### src/rtl/core/assert_macros.svh
// Assertion helpers shared by the RTL. Every check is sampled on the
// rising clock edge and is switched off while reset is held.
`ifndef ASSERT_MACROS_SVH
`define ASSERT_MACROS_SVH
`ifndef SYNTHESIS
// Check that prop holds at every edge outside reset.
`define BG_ASSERT(label, clk, rst_n, prop) \
    label: assert property (@(posedge clk) disable iff (!rst_n) prop) \
        else $error("bar graph glyph encoder: assertion failed");
// Check that cond never holds at an edge outside reset.
`define BG_ASSERT_NEVER(label, clk, rst_n, cond) \
    label: assert property (@(posedge clk) disable iff (!rst_n) !(cond)) \
        else $error("bar graph glyph encoder: forbidden condition seen");
`else
`define BG_ASSERT(label, clk, rst_n, prop)
`define BG_ASSERT_NEVER(label, clk, rst_n, cond)
`endif
`endif

### src/rtl/core/bgge_pkg.sv
`default_nettype none

package bgge_pkg;

    // Field widths
    localparam int VALUE_BITS     = 32;
    localparam int ROW_BITS       = 8;
    localparam int BYTES_BITS     = 32;
    localparam int LEN_BITS       = 3;
    localparam int CFG_INDEX_BITS = 2;

    // Products v*H and r*M plus headroom for the bound two rows up
    localparam int PROD_BITS = VALUE_BITS + ROW_BITS + 2;

    // Row bands looked at per column: below, here, above
    localparam int COLS      = 2;
    localparam int ROWS      = 3;
    localparam int ROW_BELOW = 0;
    localparam int ROW_HERE  = 1;
    localparam int ROW_ABOVE = 2;

    // Register reset values
    localparam logic [VALUE_BITS-1:0] FULL_SCALE_RESET   = VALUE_BITS'(65536);
    localparam logic [ROW_BITS-1:0]   GRAPH_HEIGHT_RESET = ROW_BITS'(8);

    typedef enum logic [CFG_INDEX_BITS-1:0] {
        CFG_FULL_SCALE   = 2'd0,
        CFG_GRAPH_HEIGHT = 2'd1,
        CFG_STYLE_SELECT = 2'd2
    } cfg_index_t;

    typedef enum logic {
        STYLE_DOTS = 1'b0,
        STYLE_FILL = 1'b1
    } style_t;

    typedef struct packed {
        logic [ROW_BITS-1:0]   row_index;
        logic                  column_odd;
        logic [VALUE_BITS-1:0] value_here;
        logic [VALUE_BITS-1:0] value_next;
        logic                  next_present;
    } request_t;

    typedef struct packed {
        logic [BYTES_BITS-1:0] glyph_bytes;
        logic [LEN_BITS-1:0]   glyph_length;
    } result_t;

    typedef struct packed {
        logic [VALUE_BITS-1:0] full_scale;
        logic [VALUE_BITS+1:0] full_scale_x3;
        logic [ROW_BITS-1:0]   graph_height;
        style_t                style_select;
    } cfg_t;

    // Per-item control that travels beside the datapath
    typedef struct packed {
        logic column_odd;
        logic next_present;
        logic row_above_ok;
        logic row_below_ok;
    } item_ctl_t;

    // Position of a value inside one row band
    typedef struct packed {
        logic                  zero;
        logic                  full;
        logic [VALUE_BITS-1:0] frac;
    } band_t;

    typedef band_t     [ROWS-1:0] band_col_t;
    typedef band_col_t [COLS-1:0] band_set_t;

endpackage

`default_nettype wire

### src/rtl/core/bgge_cfg.sv
`default_nettype none

module bgge_cfg (
    input  logic                                 clk,
    input  logic                                 rst_n,
    input  logic                                 cfg_valid,
    output logic                                 cfg_ready,
    input  logic [bgge_pkg::CFG_INDEX_BITS-1:0]  cfg_index,
    input  logic [bgge_pkg::VALUE_BITS-1:0]      cfg_data,
    output bgge_pkg::cfg_t                       cfg
);

    localparam int VW = bgge_pkg::VALUE_BITS;
    localparam int RW = bgge_pkg::ROW_BITS;

    logic [VW-1:0]    full_scale_reg, full_scale_next;
    logic [VW+1:0]    full_scale_x3_reg, full_scale_x3_next;
    logic [RW-1:0]    graph_height_reg, graph_height_next;
    bgge_pkg::style_t style_reg, style_next;

    // Writes go straight into the registers, so the port never stalls
    assign cfg_ready = 1'b1;

    // Decode the write beat; unknown indexes are dropped
    always_comb
    begin
        full_scale_next    = full_scale_reg;
        full_scale_x3_next = full_scale_x3_reg;
        graph_height_next  = graph_height_reg;
        style_next         = style_reg;
        if (cfg_valid && cfg_ready)
        begin
            unique case (cfg_index)
                bgge_pkg::CFG_FULL_SCALE:
                begin
                    full_scale_next    = cfg_data;
                    full_scale_x3_next = {2'b00, cfg_data} + {1'b0, cfg_data, 1'b0};
                end
                bgge_pkg::CFG_GRAPH_HEIGHT:
                    graph_height_next = cfg_data[RW-1:0];
                bgge_pkg::CFG_STYLE_SELECT:
                    style_next = bgge_pkg::style_t'(cfg_data[0]);
                default:
                    style_next = style_reg;
            endcase
        end
    end

    // Hold the registers
    always_ff @(posedge clk or negedge rst_n)
    begin
        if (!rst_n)
        begin
            full_scale_reg    <= bgge_pkg::FULL_SCALE_RESET;
            full_scale_x3_reg <= {2'b00, bgge_pkg::FULL_SCALE_RESET}
                               + {1'b0, bgge_pkg::FULL_SCALE_RESET, 1'b0};
            graph_height_reg  <= bgge_pkg::GRAPH_HEIGHT_RESET;
            style_reg         <= bgge_pkg::STYLE_DOTS;
        end
        else
        begin
            full_scale_reg    <= full_scale_next;
            full_scale_x3_reg <= full_scale_x3_next;
            graph_height_reg  <= graph_height_next;
            style_reg         <= style_next;
        end
    end

    assign cfg.full_scale    = full_scale_reg;
    assign cfg.full_scale_x3 = full_scale_x3_reg;
    assign cfg.graph_height  = graph_height_reg;
    assign cfg.style_select  = style_reg;

endmodule

`default_nettype wire

### src/rtl/core/bgge_band.sv
`default_nettype none

// Place both column values inside the row bands below, at and above the
// current row: products, then band bounds, then compares.
module bgge_band (
    input  logic                    clk,
    input  logic                    rst_n,
    input  logic                    valid_in,
    input  bgge_pkg::request_t      req,
    input  bgge_pkg::cfg_t          cfg,
    output logic                    valid_out,
    output bgge_pkg::item_ctl_t     ctl_out,
    output bgge_pkg::band_set_t     bands_out
);

    localparam int PW     = bgge_pkg::PROD_BITS;
    localparam int VW     = bgge_pkg::VALUE_BITS;
    localparam int RW     = bgge_pkg::ROW_BITS;
    localparam int COLS   = bgge_pkg::COLS;
    localparam int ROWS   = bgge_pkg::ROWS;
    localparam int BOUNDS = ROWS + 1;

    // Product stage
    logic                    p_valid_reg, p_valid_next;
    bgge_pkg::item_ctl_t     p_ctl_reg, p_ctl_next;
    logic [COLS-1:0][PW-1:0] p_prod_reg, p_prod_next;
    logic [PW-1:0]           p_rowm_reg, p_rowm_next;

    // Bound stage
    logic                      q_valid_reg, q_valid_next;
    bgge_pkg::item_ctl_t       q_ctl_reg, q_ctl_next;
    logic [COLS-1:0][PW-1:0]   q_prod_reg, q_prod_next;
    logic [BOUNDS-1:0][PW-1:0] q_bound_reg, q_bound_next;

    // Compare stage
    logic                s_valid_reg, s_valid_next;
    bgge_pkg::item_ctl_t s_ctl_reg, s_ctl_next;
    bgge_pkg::band_set_t s_band_reg, s_band_next;

    logic [PW-1:0] scale_ext;

    assign scale_ext = PW'(cfg.full_scale);

    // Scale values by height and the row by full scale
    always_comb
    begin
        p_valid_next            = valid_in;
        p_ctl_next.column_odd   = req.column_odd;
        p_ctl_next.next_present = req.next_present;
        p_ctl_next.row_above_ok = ({1'b0, req.row_index} + (RW+1)'(1))
                                < {1'b0, cfg.graph_height};
        p_ctl_next.row_below_ok = (req.row_index != '0);
        p_prod_next[0]          = PW'(req.value_here) * PW'(cfg.graph_height);
        p_prod_next[1]          = PW'(req.value_next) * PW'(cfg.graph_height);
        p_rowm_next             = PW'(req.row_index) * scale_ext;
    end

    // Form the band edges from one row below to two rows above
    always_comb
    begin
        q_valid_next    = p_valid_reg;
        q_ctl_next      = p_ctl_reg;
        q_prod_next     = p_prod_reg;
        q_bound_next[0] = p_rowm_reg - scale_ext;
        q_bound_next[1] = p_rowm_reg;
        q_bound_next[2] = p_rowm_reg + scale_ext;
        q_bound_next[3] = p_rowm_reg + (scale_ext << 1);
    end

    // Compare each value against each band
    always_comb
    begin
        s_valid_next = q_valid_reg;
        s_ctl_next   = q_ctl_reg;
        for (int c = 0; c < COLS; c++)
        begin
            for (int j = 0; j < ROWS; j++)
            begin
                s_band_next[c][j].zero = (q_prod_reg[c] <= q_bound_reg[j]);
                s_band_next[c][j].full = (q_prod_reg[c] >= q_bound_reg[j+1]);
                s_band_next[c][j].frac = VW'(q_prod_reg[c] - q_bound_reg[j]);
            end
        end
    end

    // Advance the valid bits
    always_ff @(posedge clk or negedge rst_n)
    begin
        if (!rst_n)
        begin
            p_valid_reg <= 1'b0;
            q_valid_reg <= 1'b0;
            s_valid_reg <= 1'b0;
        end
        else
        begin
            p_valid_reg <= p_valid_next;
            q_valid_reg <= q_valid_next;
            s_valid_reg <= s_valid_next;
        end
    end

    // Advance the payload
    always_ff @(posedge clk)
    begin
        p_ctl_reg   <= p_ctl_next;
        p_prod_reg  <= p_prod_next;
        p_rowm_reg  <= p_rowm_next;
        q_ctl_reg   <= q_ctl_next;
        q_prod_reg  <= q_prod_next;
        q_bound_reg <= q_bound_next;
        s_ctl_reg   <= s_ctl_next;
        s_band_reg  <= s_band_next;
    end

    assign valid_out = s_valid_reg;
    assign ctl_out   = s_ctl_reg;
    assign bands_out = s_band_reg;

endmodule

`default_nettype wire

### src/rtl/core/bgge_glyph.sv
`default_nettype none

// Turn band positions into levels, pick the glyph and encode it as UTF-8.
module bgge_glyph (
    input  logic                    clk,
    input  logic                    rst_n,
    input  logic                    valid_in,
    input  bgge_pkg::item_ctl_t     ctl,
    input  bgge_pkg::band_set_t     bands,
    input  bgge_pkg::cfg_t          cfg,
    output logic                    done,
    output bgge_pkg::result_t       result
);

    localparam int VW = bgge_pkg::VALUE_BITS;
    localparam int CPW = 21;

    localparam logic [7:0] BRAILLE_PAGE = 8'h28;
    localparam logic [2:0] DOTS_TWO     = 3'h4;
    localparam logic [2:0] DOTS_THREE   = 3'h6;
    localparam logic [2:0] DOTS_FOUR    = 3'h7;
    localparam logic [7:0] UTF8_LEAD2   = 8'hC0;
    localparam logic [7:0] UTF8_LEAD3   = 8'hE0;
    localparam logic [7:0] UTF8_LEAD4   = 8'hF0;
    localparam logic [7:0] UTF8_CONT    = 8'h80;
    localparam logic [7:0] UTF8_PAYLOAD = 8'h3F;

    // Five-level quantizer for dots mode
    function automatic logic [2:0] level_dots(
        input bgge_pkg::band_t b,
        input logic [VW-1:0]   m,
        input logic [VW+1:0]   m3
    );
        logic [VW+1:0] f4;
        logic [VW+1:0] f2;
        logic [VW+1:0] m1;
        f4 = {b.frac, 2'b00};
        f2 = {1'b0, b.frac, 1'b0};
        m1 = {2'b00, m};
        if (b.zero)
            return 3'd0;
        else if (b.full)
            return 3'd4;
        else if (f4 >= m3)
            return 3'd3;
        else if (f2 >= m1)
            return 3'd2;
        else if (f4 >= m1)
            return 3'd1;
        else
            return 3'd0;
    endfunction

    // Four-level quantizer for fill mode
    function automatic logic [1:0] level_fill(
        input bgge_pkg::band_t b,
        input logic [VW-1:0]   m
    );
        logic [VW+1:0] f3;
        logic [VW+1:0] m1;
        logic [VW+1:0] m2;
        f3 = {2'b00, b.frac} + {1'b0, b.frac, 1'b0};
        m1 = {2'b00, m};
        m2 = {1'b0, m, 1'b0};
        if (b.zero)
            return 2'd0;
        else if (b.full)
            return 2'd3;
        else if (f3 >= m2)
            return 2'd2;
        else if (f3 >= m1)
            return 2'd1;
        else
            return 2'd0;
    endfunction

    // Dot pattern of one Braille half column
    function automatic logic [2:0] dot_fill(input logic [2:0] lvl);
        unique case (lvl)
            3'd0, 3'd1: return 3'd0;
            3'd2:       return DOTS_TWO;
            3'd3:       return DOTS_THREE;
            default:    return DOTS_FOUR;
        endcase
    endfunction

    function automatic logic [CPW-1:0] braille_code(
        input logic [2:0] l1,
        input logic [2:0] l2
    );
        logic [7:0] dots;
        dots = {(l2 != 3'd0), (l1 != 3'd0), dot_fill(l2), dot_fill(l1)};
        return {5'b00000, BRAILLE_PAGE, dots};
    endfunction

    function automatic logic [CPW-1:0] tab_main(input logic [1:0] r, input logic [1:0] c);
        unique case ({r, c})
            4'h0:    return 21'h00020;
            4'h1:    return 21'h1FB3D;
            4'h2:    return 21'h1FB3F;
            4'h3:    return 21'h1FB9F;
            4'h4:    return 21'h1FB48;
            4'h5:    return 21'h02583;
            4'h6:    return 21'h1FB51;
            4'h7:    return 21'h1FB4F;
            4'h8:    return 21'h1FB4A;
            4'h9:    return 21'h1FB46;
            4'hA:    return 21'h02586;
            4'hB:    return 21'h1FB4D;
            4'hC:    return 21'h1FB9E;
            4'hD:    return 21'h1FB44;
            4'hE:    return 21'h1FB42;
            default: return 21'h02588;
        endcase
    endfunction

    function automatic logic [CPW-1:0] tab_high(input logic [1:0] r, input logic [1:0] c);
        unique case ({r, c})
            4'h3:    return 21'h0258C;
            4'h7:    return 21'h1FB4E;
            4'hB:    return 21'h1FB4C;
            4'hC:    return 21'h02590;
            4'hD:    return 21'h1FB43;
            4'hE:    return 21'h1FB41;
            4'hF:    return 21'h02588;
            default: return 21'h00000;
        endcase
    endfunction

    function automatic logic [CPW-1:0] tab_low(input logic [1:0] r, input logic [1:0] c);
        unique case ({r, c})
            4'h0:    return 21'h00020;
            4'h1:    return 21'h1FB3C;
            4'h2:    return 21'h1FB3E;
            4'h3:    return 21'h1FB40;
            4'h4:    return 21'h1FB47;
            4'h8:    return 21'h1FB49;
            4'hC:    return 21'h1FB4B;
            default: return 21'h00000;
        endcase
    endfunction

    // Choose block, slope or edge glyph from the neighbor rows
    function automatic logic [CPW-1:0] slope_code(
        input logic [1:0] c1, input logic [1:0] c2,
        input logic [1:0] t1, input logic [1:0] t2,
        input logic [1:0] b1, input logic [1:0] b2
    );
        if (c1 == 2'd0 && c2 == 2'd3)
            return (t2 == 2'd0) ? tab_low(2'd3, 2'd0) : tab_high(2'd3, 2'd0);
        else if (c1 == 2'd3 && c2 == 2'd0)
            return (t1 == 2'd0) ? tab_low(2'd0, 2'd3) : tab_high(2'd0, 2'd3);
        else if (c1 == 2'd0 && b1 != 2'd3)
            return tab_low(c2, 2'd0);
        else if (c1 == 2'd3 && t1 != 2'd0)
            return tab_high(c2, 2'd3);
        else if (c2 == 2'd0 && b2 != 2'd3)
            return tab_low(2'd0, c1);
        else if (c2 == 2'd3 && t2 != 2'd0)
            return tab_high(2'd3, c1);
        else
            return tab_main(c2, c1);
    endfunction

    function automatic bgge_pkg::result_t utf8_encode(input logic [CPW-1:0] cp);
        bgge_pkg::result_t r;
        r = '0;
        priority if (cp < 21'h00080)
        begin
            r.glyph_bytes  = {24'h000000, cp[7:0]};
            r.glyph_length = 3'd1;
        end
        else if (cp < 21'h00800)
        begin
            r.glyph_bytes  = {16'h0000,
                              UTF8_CONT | {2'b00, cp[5:0]},
                              UTF8_LEAD2 | {3'b000, cp[10:6]}};
            r.glyph_length = 3'd2;
        end
        else if (cp < 21'h10000)
        begin
            r.glyph_bytes  = {8'h00,
                              UTF8_CONT | {2'b00, cp[5:0]},
                              UTF8_CONT | {2'b00, cp[11:6]},
                              UTF8_LEAD3 | {4'h0, cp[15:12]}};
            r.glyph_length = 3'd3;
        end
        else
        begin
            r.glyph_bytes  = {UTF8_CONT | (UTF8_PAYLOAD & {2'b00, cp[5:0]}),
                              UTF8_CONT | {2'b00, cp[11:6]},
                              UTF8_CONT | {2'b00, cp[17:12]},
                              UTF8_LEAD4 | {5'b00000, cp[20:18]}};
            r.glyph_length = 3'd4;
        end
        return r;
    endfunction

    logic              done_reg, done_next;
    bgge_pkg::result_t result_reg, result_next;

    logic [2:0] dot_l1, dot_l2;
    logic [1:0] c1, c2, t1, t2, b1, b2;

    // Quantize both columns for both modes
    always_comb
    begin
        dot_l1 = level_dots(bands[0][bgge_pkg::ROW_HERE], cfg.full_scale, cfg.full_scale_x3);
        dot_l2 = ctl.next_present
               ? level_dots(bands[1][bgge_pkg::ROW_HERE], cfg.full_scale,
                            cfg.full_scale_x3)
               : 3'd0;
        c1 = level_fill(bands[0][bgge_pkg::ROW_HERE], cfg.full_scale);
        c2 = ctl.next_present ? level_fill(bands[1][bgge_pkg::ROW_HERE], cfg.full_scale)
                              : 2'd0;
        t1 = ctl.row_above_ok ? level_fill(bands[0][bgge_pkg::ROW_ABOVE], cfg.full_scale)
                              : 2'd0;
        t2 = (ctl.row_above_ok && ctl.next_present)
           ? level_fill(bands[1][bgge_pkg::ROW_ABOVE], cfg.full_scale) : 2'd0;
        b1 = ctl.row_below_ok ? level_fill(bands[0][bgge_pkg::ROW_BELOW], cfg.full_scale)
                              : 2'd0;
        b2 = (ctl.row_below_ok && ctl.next_present)
           ? level_fill(bands[1][bgge_pkg::ROW_BELOW], cfg.full_scale) : 2'd0;
    end

    // Select the glyph; odd columns in dots mode stay empty
    always_comb
    begin
        done_next = valid_in;
        if (cfg.style_select == bgge_pkg::STYLE_FILL)
            result_next = utf8_encode(slope_code(c1, c2, t1, t2, b1, b2));
        else if (ctl.column_odd)
            result_next = '0;
        else
            result_next = utf8_encode(braille_code(dot_l1, dot_l2));
    end

    always_ff @(posedge clk or negedge rst_n)
    begin
        if (!rst_n)
            done_reg <= 1'b0;
        else
            done_reg <= done_next;
    end

    always_ff @(posedge clk)
    begin
        result_reg <= result_next;
    end

    assign done   = done_reg;
    assign result = result_reg;

endmodule

`default_nettype wire

### src/rtl/core/bar_graph_glyph_encoder.sv
`default_nettype none
`include "assert_macros.svh"

// Bar chart glyph encoder: one text cell of a bar chart in, its glyph out.
//
// Request channel: a beat is taken at each rising edge with start high and
// busy low. busy never rises, so a new cell may be sent every cycle.
// Result channel: done pulses for one cycle with the glyph on result. The
// receiver cannot stall it; results come out in request order, one per cell.
// Config channel: cfg_valid/cfg_ready with cfg_index and cfg_data; ready is
// always high and a write takes effect at its edge. Write only while no cell
// is in flight.
// Timing: a request passes from the input register through the multiply
// stage, the band bound stage, the compare stage and the glyph table with
// the UTF-8 encode into the result register, which done marks valid. One
// cell is finished per cycle.
// Reset: all valid bits clear, so no result is pending; the registers return
// to full scale 1.0, eight rows and dots mode.
module bar_graph_glyph_encoder (
    input  logic                                clk,
    input  logic                                rst_n,
    input  logic                                start,
    output logic                                busy,
    input  bgge_pkg::request_t                  request,
    output logic                                done,
    output bgge_pkg::result_t                   result,
    input  logic                                cfg_valid,
    output logic                                cfg_ready,
    input  logic [bgge_pkg::CFG_INDEX_BITS-1:0] cfg_index,
    input  logic [bgge_pkg::VALUE_BITS-1:0]     cfg_data
);

    bgge_pkg::cfg_t      cfg;
    logic                in_valid_reg, in_valid_next;
    bgge_pkg::request_t  in_req_reg, in_req_next;
    logic                band_valid;
    bgge_pkg::item_ctl_t band_ctl;
    bgge_pkg::band_set_t band_set;

    // Fully pipelined: every cycle takes a beat
    assign busy = 1'b0;

    bgge_cfg u_cfg (
        .clk       (clk),
        .rst_n     (rst_n),
        .cfg_valid (cfg_valid),
        .cfg_ready (cfg_ready),
        .cfg_index (cfg_index),
        .cfg_data  (cfg_data),
        .cfg       (cfg)
    );

    // Capture the request beat
    always_comb
    begin
        in_valid_next = start && !busy;
        in_req_next   = request;
    end

    always_ff @(posedge clk or negedge rst_n)
    begin
        if (!rst_n)
            in_valid_reg <= 1'b0;
        else
            in_valid_reg <= in_valid_next;
    end

    always_ff @(posedge clk)
    begin
        in_req_reg <= in_req_next;
    end

    bgge_band u_band (
        .clk       (clk),
        .rst_n     (rst_n),
        .valid_in  (in_valid_reg),
        .req       (in_req_reg),
        .cfg       (cfg),
        .valid_out (band_valid),
        .ctl_out   (band_ctl),
        .bands_out (band_set)
    );

    bgge_glyph u_glyph (
        .clk      (clk),
        .rst_n    (rst_n),
        .valid_in (band_valid),
        .ctl      (band_ctl),
        .bands    (band_set),
        .cfg      (cfg),
        .done     (done),
        .result   (result)
    );

    // Every accepted cell yields exactly one result
    `BG_ASSERT(a_result_follows, clk, rst_n, (start && !busy) |-> ##5 done)
    `BG_ASSERT(a_result_has_cause, clk, rst_n, done |-> $past(start && !busy, 5))
    // An empty cell carries no bytes
    `BG_ASSERT(a_empty_is_zero, clk, rst_n, (done && result.glyph_length == 3'd0) |-> (result.glyph_bytes == 32'd0))
    // Glyphs are a space, a BMP block or Braille glyph or a supplementary one
    `BG_ASSERT_NEVER(a_bad_length, clk, rst_n, done && (result.glyph_length == 3'd2 || result.glyph_length > 3'd4))

endmodule

`default_nettype wire
### config.mk
export PLATFORM = sky130hd
export DESIGN_NAME = bar_graph_glyph_encoder
export DESIGN_NICKNAME = d
export VERILOG_FILES = /design/src/rtl/core/bgge_pkg.sv /design/src/rtl/core/bgge_cfg.sv /design/src/rtl/core/bgge_band.sv /design/src/rtl/core/bgge_glyph.sv /design/src/rtl/core/bar_graph_glyph_encoder.sv
export VERILOG_INCLUDE_DIRS = /design/src /design/src/rtl/core
export SDC_FILE = /design/constraint.sdc
export NUM_CORES = 2
export LEC_CHECK = 0
export BUFFER_PORTS_ARGS = -buffer_cell sky130_fd_sc_hd__buf_4
export CAP_MARGIN = 20
export CELL_PAD_IN_SITES_DETAIL_PLACEMENT = 1
export CELL_PAD_IN_SITES_GLOBAL_PLACEMENT = 1
export CORE_ASPECT_RATIO = 1.1
export CORE_MARGIN = 5
export CORE_UTILIZATION = 55
export DETAILED_ROUTE_END_ITERATION = 12
export PLACE_DENSITY_LB_ADDON = 0.1
export SLEW_MARGIN = 5
export SYNTH_ARGS = -nofsm -noshare
export SYNTH_HDL_FRONTEND = slang
export SYNTH_SLANG_ARGS = --single-unit
### constraint.sdc
create_clock -name clk -period 12.2 [get_ports clk]
set_input_delay 1.22 -clock clk [delete_from_list [all_inputs] [get_ports clk]]
set_output_delay 1.22 -clock clk [all_outputs]
set_load 0.02 [all_outputs]
==> results.yml <==
status:
  status: "finished, final reports clean"
yosys:
  synth_top_cell_by_area: "ha_1"
  yosysMostFrequentCell: "ha_1"
  synthTopCellsByCount: "ha_1 (1223), inv_1 (950), nand2_1 (681)"
  ys_async_sr_fraction_pct: 11.32
  synth_seq_area_share_pct: 19.84
  synth.distinct_cells: 112
  avgSynthCellArea_um2: 8.874
  synth-edff-count: 0
  syn-cell-area_mm2: 0.07245
  synthFlopType: "dfxtp_1"
  synth_top_cell_area_share_pct: 21.12
  synth.area.top_cells: "ha_1 (21%), dfxtp_1 (17%), fa_1 (15%)"
  yosys_warnings: 0
  ys_ff_latch: 698
  netlist_instances: 8165
sta:
  max_freq_mhz: 117.7
  whs_ns: 0.3152
  fin_crit_sh_pct: 69.63
  period_minus_slack_ns: 8.495
  drv_slew: 0
  worst_slew_pin_slew_ns: 1.187
  setup_viol: 0
  fin_tns_setup_ns: 0
  fin_worst_skew_ns: 0.04058
  hold_viol: 0
  max_slew_margin_pct: 20.15
  grt_setup_unrepaired: "false"
setup_path:
  arrival_ns: 9.10
  end_kind: "register"
  cp_max_fo: 11
  cpPeakStageDelay_ns: 0.66
  critPathRequiredTime_ns: 12.80
  path_buf_inv: 1
  start_kind: "register"
  crit_slowest_cell: "dfxtp_1"
  path_class: "reg -> reg"
  crit_family: "compound AO/OA/AOI/OAI gates"
global_routing:
  antenna_found_initial: 16
  grtUsageTotal_pct: 36.88
  grt_pass1_wl_um: 396100
  overflow: 0
  grt_max_degree: 68
  grt_pass1_vias: 69100
die:
  die_area_mm2: 0.1391
  ios: 150
  die_h_um: 390.7
  initial_core_util_pct: 55.40
  num_rows: 139
  die_w_um: 356.1
  core_area_mm2: 0.1308
clock_network:
  cts_buffers: 85
  clockBufferDepth: 3
  insertion_delay_ns: 0.74
  cts_hold_buf: 0
  cts_tree: "done"
  clock_sinks: 698
  cts-root-buf: "clkbuf_16"
  htreeDepth: 3
  cts_resized: 0
  clk_pin_slew_ns: 0.06
  cts_setup_buffers: 0
detailed_routing:
  drcViolationCount: 0
  wirelength_um: 257800
  drtIter0Drc: 3233
  wire_per_inst_um: 25.44
  viasPerCell: 6.090
  firstDrtPassIters: 5
  postRouteAntennaNets: 0
  vias: 61710
placement:
  hpwlAfterDp_um: 207800
  io_buffers: 144
  place_congestion: 0.9676
  post_dp_cell_area_mm2: 0.07559
job:
  drv_cap: 0
final_layout:
  layout-drive-gt1-share_pct: 5.764
  n_fill_cell: 15180
  largest_reg_flops: 162
  area_growth_pct: 8.526
  multi_input_area_mm2: 0.05385
  regArea_mm2: 0.01438
  final_area_mm2: 0.07863
  nets: 10180
min_path:
  hold_path.class: "reg -> reg"
metrics by stage:
stage / cells / utilization, % / setup WS, ns
after floorplan: 8169 / - / 5.738
after global placement: 9965 / 57.79 / 3.825
after detailed placement: 9966 / 57.80 / 3.819
after CTS: 10120 / 60.09 / 3.745
after global routing: 10120 / 60.10 / 3.193
final: 10130 / 60.12 / 3.705
kinds of logic (layout without fill, tap and decap cells):
logic type	Yosys count	after routing	synth area share [%]
simple gates	2329	2329	16.19
fa+ha+maj	1777	1777	36.43
compound gates	1751	1751	15.71
buf+inv	1129	1322	5.892
flops	698	698	19.84
xor+xnor	437	437	5.283
mux	42	42	0.6441
other cells	2	15	0.01037
path summary, 6_finish.rpt:
check	from	to	slack, ns	cells past startpoint
max	u_band.bands_out[34]	u_glyph.result[4]	3.70	33
min	u_band.p_prod_reg[11]	u_band.q_prod_reg[11]	0.32	0
max reg2reg	u_band.bands_out[34]	u_glyph.result[4]	3.70	33
min reg2reg	u_band.p_prod_reg[11]	u_band.q_prod_reg[11]	0.32	0
max in group asynchronous	rst_n	u_cfg.full_scale_reg[31]	10.36	2
min in group asynchronous	rst_n	u_cfg.graph_height_reg[2]	0.51	1
layer usage:
metal	track usage (%)	wire, µm	vias up
met5	0	15	-
met3	4.679	12220	684
met4	23.79	19510	2
li1	-	-	28200
met2	65.44	126600	1660
met1	41.80	99380	31170
layout by cell type, fill, tap and decap left out, drive strengths merged, types with 40 or more instances in the layout:
cell type and instances:
xnor2 307, ha 1223, nor3 104, a31oi 40, nand2 682, a21o 250, nor2b 121, nand4 141
fa 554, a21oi 528, and2 419, buf 213, nand2b 105, o21ai 366, clkbuf 118, nand3 138
inv 957, or3 48, xor2 130, o21bai 64, and3 62, dfxtp 619, a211oi 61, o21a 132
dfrtp 75, nor2 398
cell type report:
type | count | area share, %
multi-input combinational | 6342 | 68.48
sequential | 698 | 18.29
inverter | 952 | 4.545
clock buffer | 118 | 3.108
tap | 1762 | 2.804
timing repair buffer | 213 | 2.035
clock inverter | 39 | 0.7097
antenna | 9 | 0.02864
worst register-to-register path, delay by kind of cell (launching register included):
| family | cells | cell delay (ns) |
|---|---|---|
| buffers and inverters | 1 | 0.07 |
| AOI/OAI and AO/OA | 20 | 4.95 |
| and+or+nand+nor | 8 | 1.27 |
| adders and majority gates | 4 | 1.43 |
| DFF | 1 | 0.66 |
Power is left out: the tool's default activity adds up to more than one toggle a clock period on the data nets, which glitch-free logic cannot reach.
